<file path="src/sv/sts_pkg.sv">
`default_nettype none

package sts_pkg;

    // Fixed field widths of the stream payloads
    localparam int IDX_W      = 10;
    localparam int VAL_W      = 32;
    localparam int CNT_W      = 11;
    localparam int IN_DATA_W  = 48;  // entry_index + item_value, padded to bytes
    localparam int OUT_DATA_W = 16;  // found + match_index, padded to bytes

    localparam logic OP_WRITE  = 1'b0;
    localparam logic OP_SEARCH = 1'b1;

    typedef enum logic [1:0] {
        ST_IDLE,
        ST_SEARCH,
        ST_FINISH
    } t_state;

endpackage

`default_nettype wire

</file>
<file path="src/sv/sts_engine.sv">
`default_nettype none

module sts_engine #(
    parameter int TABLE_DEPTH = 1024,
    parameter int VALUE_WIDTH = 32,
    parameter int AW          = 10,
    parameter int LW          = 11
) (
    input  wire logic                             i_clk,
    input  wire logic                             i_rst_n,
    input  wire logic [LW-1:0]                    i_count,
    input  wire logic                             s_axis_tvalid,
    output logic                                  s_axis_tready,
    input  wire logic [sts_pkg::IN_DATA_W-1:0]    s_axis_tdata,
    input  wire logic                             s_axis_tuser,
    output logic                                  m_axis_tvalid,
    input  wire logic                             m_axis_tready,
    output logic      [sts_pkg::OUT_DATA_W-1:0]   m_axis_tdata,
    output logic                                  o_wr_en,
    output logic      [AW-1:0]                    o_wr_addr,
    output logic      [VALUE_WIDTH-1:0]           o_wr_data,
    output logic                                  o_rd_en,
    output logic      [AW-1:0]                    o_rd_addr,
    input  wire logic [VALUE_WIDTH-1:0]           i_rd_data
);

    import sts_pkg::*;

    t_state r_state, n_state;
    logic [LW-1:0]          r_low, n_low;
    logic [LW-1:0]          r_hix, n_hix;    // exclusive upper bound
    logic [AW-1:0]          r_mid, n_mid;
    logic [VALUE_WIDTH-1:0] r_key, n_key;
    logic                   r_hit, n_hit;
    logic [AW-1:0]          r_where, n_where;
    logic                   r_out_valid;
    logic                   r_out_found;
    logic [IDX_W-1:0]       r_out_idx;

    logic [IDX_W-1:0]       in_idx;
    logic [VALUE_WIDTH-1:0] in_key;
    logic                   in_acc;
    logic                   slot_free;
    logic                   load_out;
    logic                   probe_eq;
    logic                   probe_lt;
    logic [LW-1:0]          step_low;
    logic [LW-1:0]          step_hix;
    logic [LW-1:0]          src_low;
    logic [LW-1:0]          src_hix;
    logic [LW:0]            mid_sum;

    assign in_idx = s_axis_tdata[IDX_W-1:0];
    assign in_key = VALUE_WIDTH'(s_axis_tdata[IDX_W +: VAL_W]);

    assign s_axis_tready = (r_state == ST_IDLE);
    assign in_acc        = s_axis_tvalid && s_axis_tready;
    assign slot_free     = !r_out_valid || m_axis_tready;

    // Compare the returned probe against the target, narrow the range
    assign probe_eq = (i_rd_data == r_key);
    assign probe_lt = ($signed(i_rd_data) < $signed(r_key));
    assign step_low = probe_lt ? (LW'(r_mid) + LW'(1)) : r_low;
    assign step_hix = probe_lt ? r_hix : LW'(r_mid);

    // One shared midpoint adder: start range on accept, narrowed range otherwise
    assign src_low = (r_state == ST_IDLE) ? '0 : step_low;
    assign src_hix = (r_state == ST_IDLE) ? i_count : step_hix;
    assign mid_sum = {1'b0, src_low} + {1'b0, src_hix} - (LW+1)'(1);

    assign o_wr_addr = AW'(in_idx);
    assign o_wr_data = in_key;
    assign o_rd_addr = AW'(mid_sum >> 1);

    always_comb begin
        n_state  = r_state;
        n_low    = r_low;
        n_hix    = r_hix;
        n_mid    = r_mid;
        n_key    = r_key;
        n_hit    = r_hit;
        n_where  = r_where;
        o_wr_en  = 1'b0;
        o_rd_en  = 1'b0;
        load_out = 1'b0;
        unique case (r_state)
            ST_IDLE: begin
                if (in_acc) begin
                    if (s_axis_tuser == OP_WRITE) begin
                        o_wr_en = (32'(in_idx) < TABLE_DEPTH);
                    end else begin
                        n_key = in_key;
                        n_low = '0;
                        n_hix = i_count;
                        if (i_count == '0) begin
                            n_hit   = 1'b0;
                            n_where = '0;
                            n_state = ST_FINISH;
                        end else begin
                            o_rd_en = 1'b1;
                            n_mid   = o_rd_addr;
                            n_state = ST_SEARCH;
                        end
                    end
                end
            end
            ST_SEARCH: begin
                if (probe_eq) begin
                    n_hit   = 1'b1;
                    n_where = r_mid;
                    n_state = ST_FINISH;
                end else begin
                    n_low = step_low;
                    n_hix = step_hix;
                    if (step_low >= step_hix) begin
                        n_hit   = 1'b0;
                        n_where = '0;
                        n_state = ST_FINISH;
                    end else begin
                        o_rd_en = 1'b1;
                        n_mid   = o_rd_addr;
                    end
                end
            end
            ST_FINISH: begin
                if (slot_free) begin
                    load_out = 1'b1;
                    n_state  = ST_IDLE;
                end
            end
            default: begin
                n_state = ST_IDLE;
            end
        endcase
    end

    always_ff @(posedge i_clk) begin
        if (!i_rst_n) begin
            r_state <= ST_IDLE;
        end else begin
            r_state <= n_state;
        end
    end

    always_ff @(posedge i_clk) begin
        r_low   <= n_low;
        r_hix   <= n_hix;
        r_mid   <= n_mid;
        r_key   <= n_key;
        r_hit   <= n_hit;
        r_where <= n_where;
    end

    always_ff @(posedge i_clk) begin
        if (!i_rst_n) begin
            r_out_valid <= 1'b0;
        end else if (load_out) begin
            r_out_valid <= 1'b1;
        end else if (m_axis_tready) begin
            r_out_valid <= 1'b0;
        end
    end

    always_ff @(posedge i_clk) begin
        if (load_out) begin
            r_out_found <= r_hit;
            r_out_idx   <= IDX_W'(r_where);
        end
    end

    assign m_axis_tvalid = r_out_valid;
    assign m_axis_tdata  = {(OUT_DATA_W-IDX_W-1)'(0), r_out_idx, r_out_found};

endmodule

`default_nettype wire

</file>
<file path="config.mk">
export PLATFORM = sky130hd
export DESIGN_NAME = sts_engine
export DESIGN_NICKNAME = d
export VERILOG_FILES = /design/src/sv/sts_pkg.sv /design/src/sv/sts_engine.sv
export SDC_FILE = /design/constraint.sdc
export NUM_CORES = 1
export LEC_CHECK = 0
export BUFFER_PORTS_ARGS = -buffer_cell sky130_fd_sc_hd__clkbuf_2
export CORE_MARGIN = 2
export CORE_UTILIZATION = 53
export DETAILED_ROUTE_END_ITERATION = 10
export GPL_TIMING_DRIVEN = 0
export PLACE_DENSITY = 0.9
export SETUP_SLACK_MARGIN = 0.3
export SLEW_MARGIN = 10
export SYNTH_ARGS = -nofsm -noshare
export SYNTH_HDL_FRONTEND = slang
export SYNTH_SLANG_ARGS = --single-unit
</file>
<file path="constraint.sdc">
create_clock -name i_clk -period 8.8 [get_ports i_clk]
set_input_delay 1.76 -clock i_clk [delete_from_list [all_inputs] [get_ports i_clk]]
set_output_delay 1.76 -clock i_clk [all_outputs]
set_load 0.02 [all_outputs]
</file>
# Yosys cells after proc, flatten, opt, wreduce, memory -nomap -nowiden
# Cells that the tools add are included.
# Widths: inputs -> output; s select.
# word_totals
output_inout_bits	72
word_cells	88
inputBits	96
register_bits	89
# classes
magnitude_cmp	2
n_addsub	3
reduce_logical	12
mux	50
n_eq_ne	11
# op_table
operator	count
$mux 11	10
$mux 10	10
$pmux 11 s2	2
$pmux 10 s2	2
$eq 32x32->1	1
$lt 32x32->1	1
$mux 1	17
$mux 2	6
$add 10x1->11 const B	1
$add 11x11->11	1
$ge 11x11->1	1
$logic_not 11->1	1
$sub 11x1->11 const B	1
$ne 2x2->1 const B	4
$reduce_and 4->1	2
$ne 2x1->1 const B	3
$pmux 2 s3	1
$reduce_and 6->1	1
$reduce_and 5->1	1
$pmux 1 s2	2
$reduce_bool 2->1	2
$ne 3x3->1 const B	1
$reduce_and 3->1	1
$eq 2x1->1 const B	1
5 further kinds	5

# Longest topological paths before layout
# depth
ltp_word	9
ltp_mapped	21
depth_no_buf	20

# Worst setup path after synthesis
# Ideal clock, no wire load.
# synth_path
kind	input port to output port
startpoint	input port i_rd_data[11]
endpoint	output port o_rd_addr[9]
setup_slack_ns	1.287
t_required_ns	7.040
arrival_time_ns	5.753
stages	19
n_path_buf	1
path_cell_list	ha_1 -> nand4_1 -> nor4_4 -> a21boi_2 -> o32a_2 -> o21ai_4 -> buf_2 -> mux2i_1 -> a21o_1 -> ha_1 -> inv_1 -> ha_1 -> a21o_1 -> a21oi_1 -> nor2b_1 -> o21a_1 -> o41a_1 -> a31oi_1 -> xor3_1
# synth_between
elab_chain_cells	5
elab_cells_between_ends	7
classes_between	add/sub (2); order compare (1); mux (4)
# synth_rtl
element	line	source
start: declaration	sts_engine.sv:24	input wire logic [VALUE_WIDTH-1:0] i_rd_data
$lt 32x32->1 *	sts_engine.sv:62	assign probe_lt = ($signed(i_rd_data) < $signed(r_key));
$mux 11, on equally long branches	sts_engine.sv:63, sts_engine.sv:64	
$mux 11, on equally long branches	sts_engine.sv:67, sts_engine.sv:68	
$add 11x11->11 *	sts_engine.sv:69	assign mid_sum = {1'b0, src_low} + {1'b0, src_hix} - (LW+1)'(1);
$sub 11x1->11 *	sts_engine.sv:69	
end: declaration	sts_engine.sv:23	output logic [AW-1:0] o_rd_addr,
# Every way passes the cells marked *; elsewhere a longest branch is shown, timed or not.

# Worst setup path in the final report
# layout_path
startpoint	input port i_rd_data[15]
endpoint	output port o_rd_addr[9]
# Same word-level chain as after synthesis.

==> impl_metrics.toml <==
[synthesis]
syn_area_per_cell_um2 = 10.95
synth-edff-count = 86
syn-cell-area_um2 = 5759
synth_cell_types = 55
synth_ff_type = "edfxtp_1"
synthCells = 526
ys_seq_elements = 89
async_flop_share_pct = 0
ys_seq_area_share_pct = 45.88
synth_warnings = 0

[status]
status = "finished clean"

[clock_tree]
numCtsBuffers = 9
cts.sinks = 89
cts_root_buf = "clkbuf_8"
clkTransAtPathRegs_ps = 80
clk_path_buf_depth = 2
cts_tree = "done"
cts_max_level = 3
clock_latency_ps = 360
cts_hold_buf = 0

[routing]
vias_per_cell = 5.259
drtPass1Iterations = 5
dr_total_vias = 4381
wl_per_cell_um = 15.35
wirelength_mm = 12.78
drtAntennaViolNets = 0
first_iter_violations = 278
drc = 0

[timing]
timing.fmax_mhz = 122.6
finClkSkew_ps = 18.78
tns_ps = 0
slew_viol_final = 0
worstMarginPinSlew_ps = 1190
layout_setup_ws_ps = 645.6
rsz0062_at_grt = "false"
fin_crit_sh_pct = 92.66
finalHoldViolations = 0
period_minus_slack_ps = 8154
finalSetupViolCount = 0
max_slew_margin_pct = 20.34

[floorplanning]
die_h_um = 108.2
io_pins = 168
die_w_um = 108.2
dieArea_um2 = 11720
design.core.area_um2 = 10700
rows = 38
start_util_pct = 53.84

[cells_and_area]
fillers = 844
drive_gt1_share_pct = 32.90
syn2layout_area_growth_pct = 20.44
final_common_cell = "clkbuf_2"
layout.nets = 845
n_antenna_cell = 0
final_cell_mix = "clkbuf_2 (146), edfxtp_1 (86), inv_1 (62)"

[power]
p_per_area_nw_per_um2 = 212.0
leakage_nw = 3.337
power_mw = 1.471
peakVddDrop_uv = 208.5

[global_route]
grt_pass1_wl_mm = 20.33
grt_pass1_vias = 4345
antenna_found_initial = 0
grt_max_degree = 34
grt_usage_pct = 22.63
grt_overflow = 0

[setup_path]
arrival_ps = 6390
rrSetupSlack_ps = 3580
crit_required_ps = 7040
endpoint_kind = "primary output"
path_class = "in2out"
r2r-end = "r_mid[4]"
worstPathMaxFanout = 10
r2r-start = "r_key[15]"
reg2reg_depth = 17
start_kind = "input port"

[place]
place_hpwl_mm = 10.30
preCtsSetupSlack_ps = 537.6
io_buffers = 146
gp_congestion = 0.9101

[hold_path]
hold_end = "r_out_idx[5]"
holdPathStages = 0
hp-class = "reg2reg"
hp-start = "r_where[5]"

[run]
drv_cap = 0
## flip-flops by register name (all words and copies together) (netlist names), named ones only
| name | flops |
|---|---|
| m_axis_tvalid | 1 |
| r_hit | 1 |
| r_hix | 10 |
| r_key | 32 |
| r_low | 11 |
| r_mid | 10 |
| r_out_found | 1 |
| r_out_idx | 10 |
| r_state | 2 |
| r_where | 10 |
## critical path, cell delays in order
cell and delay, ps:
clkbuf_2 80, ha_1 330, a211oi_1 230, o311ai_0 230, o32a_2 410, o21ai_4 310
buf_4 290, mux2i_1 360, a21o_1 170, ha_1 210, inv_1 100, ha_1 240
a21o_1 180, a21oi_1 220, nor2b_1 70, o21a_1 190, o41a_1 350, a31oi_1 210
xor3_1 260, clkbuf_2 170
## cell type report
| type | count | area [um2] | share of cell area, % |
|---|---|---|---|
| Inverter | 62 | 232.7 | 3.355 |
| Clock inverter | 3 | 65.06 | 0.9380 |
| Sequential cell | 89 | 2643 | 38.10 |
| Clock buffer | 13 | 148.9 | 2.146 |
| Buffer | 59 | 406.6 | 5.862 |
| Timing Repair Buffer | 147 | 750.7 | 10.82 |
| Multi-Input combinational cell | 320 | 2515 | 36.26 |
| Tap cell | 140 | 175.2 | 2.525 |
## per-stage QoR
stage / util [%] / hold WS, ps / std cells / instance area, um2
6_report: 64.84 / 418.2 / 833 / 6937
5_1_grt: 64.84 / 426.2 / 833 / 6937
4_1_cts: 64.70 / 421.1 / 833 / 6922
3_5_place_dp: 62.70 / 404.5 / 817 / 6708
3_3_place_gp: 62.44 / 401.1 / 816 / 6680
2_1_floorplan: - / 400.3 / 530 / 5774
## kinds of logic after synthesis
family / share of synthesized area [%]
compound gates: 10.28
flops: 45.88
simple gates: 11.32
other cells: 0.06511
fa+ha+maj: 13.90
mux: 3.802
xor+xnor: 3.693
buf+inv: 11.06
## per-layer routing
| metal | vias up | global-route usage, % | wire length (um) |
|---|---|---|---|
| li1 | 2141 | - | - |
| met4 | 0 | 12.18 | 501 |
| met2 | 204 | 37.11 | 6093 |
| met5 | - | 0 | 0 |
| met1 | 1999 | 28.13 | 5217 |
| met3 | 37 | 4.641 | 972 |
## power by group
part           internal (mW)  leakage, nW  switching (mW)
Combinational          0.245         2.38           0.346
Sequential             0.529        0.849          0.0432
Clock                  0.168        0.108           0.139
## synth_stat cells (2+ instances only)
| cell | n | area, um2 |
|---|---|---|
| o211ai_1 | 5 | 37.54 |
| mux2i_1 | 14 | 140.1 |
| nor2_1 | 20 | 75.07 |
| xnor2_1 | 11 | 96.34 |
| a211oi_1 | 2 | 15.01 |
| mux2_2 | 7 | 78.83 |
| a21oi_1 | 20 | 100.1 |
| or2_2 | 2 | 12.51 |
| o21bai_1 | 4 | 30.03 |
| o21a_1 | 6 | 45.04 |
| and3_1 | 2 | 12.51 |
| edfxtp_1 | 86 | 2582 |
| a31oi_1 | 8 | 50.05 |
| buf_2 | 2 | 10.01 |
| buf_4 | 48 | 360.4 |
| nand2_1 | 31 | 116.4 |
| inv_1 | 62 | 232.7 |
| nand4_1 | 7 | 43.79 |
| nand3_1 | 10 | 50.05 |
| ha_1 | 60 | 750.7 |
| o21ai_0 | 15 | 75.07 |
| xor2_1 | 8 | 70.07 |
| nand2b_1 | 6 | 37.54 |
| nor3_1 | 7 | 35.03 |
| a21o_1 | 16 | 120.1 |
| and4_1 | 2 | 17.52 |
| and2_1 | 18 | 112.6 |
| nor2b_1 | 7 | 43.79 |
| dfxtp_1 | 3 | 60.06 |
| clkbuf_1 | 9 | 33.78 |
| maj3_1 | 3 | 30.03 |
| nor4_1 | 2 | 12.51 |
## worst max path at each step
stage / start / end / slack, ps
final: i_rd_data[15] / o_rd_addr[9] / 650
after global placement: i_rd_data[11] / o_rd_addr[9] / 680
after CTS: i_rd_data[23] / o_rd_addr[9] / 520
after floorplan: i_rd_data[11] / o_rd_addr[9] / 1290
after global routing: i_rd_data[25] / o_rd_addr[8] / 320
after detailed placement: i_rd_data[23] / o_rd_addr[9] / 540
## repair_timing
item / 4_1_cts / 5_1_grt
gates resized for setup: 0 / 4
endpoints found under the setup margin: 0 / 2
buffers inserted: 0 / 0
(Power assumes the default switching activity.)
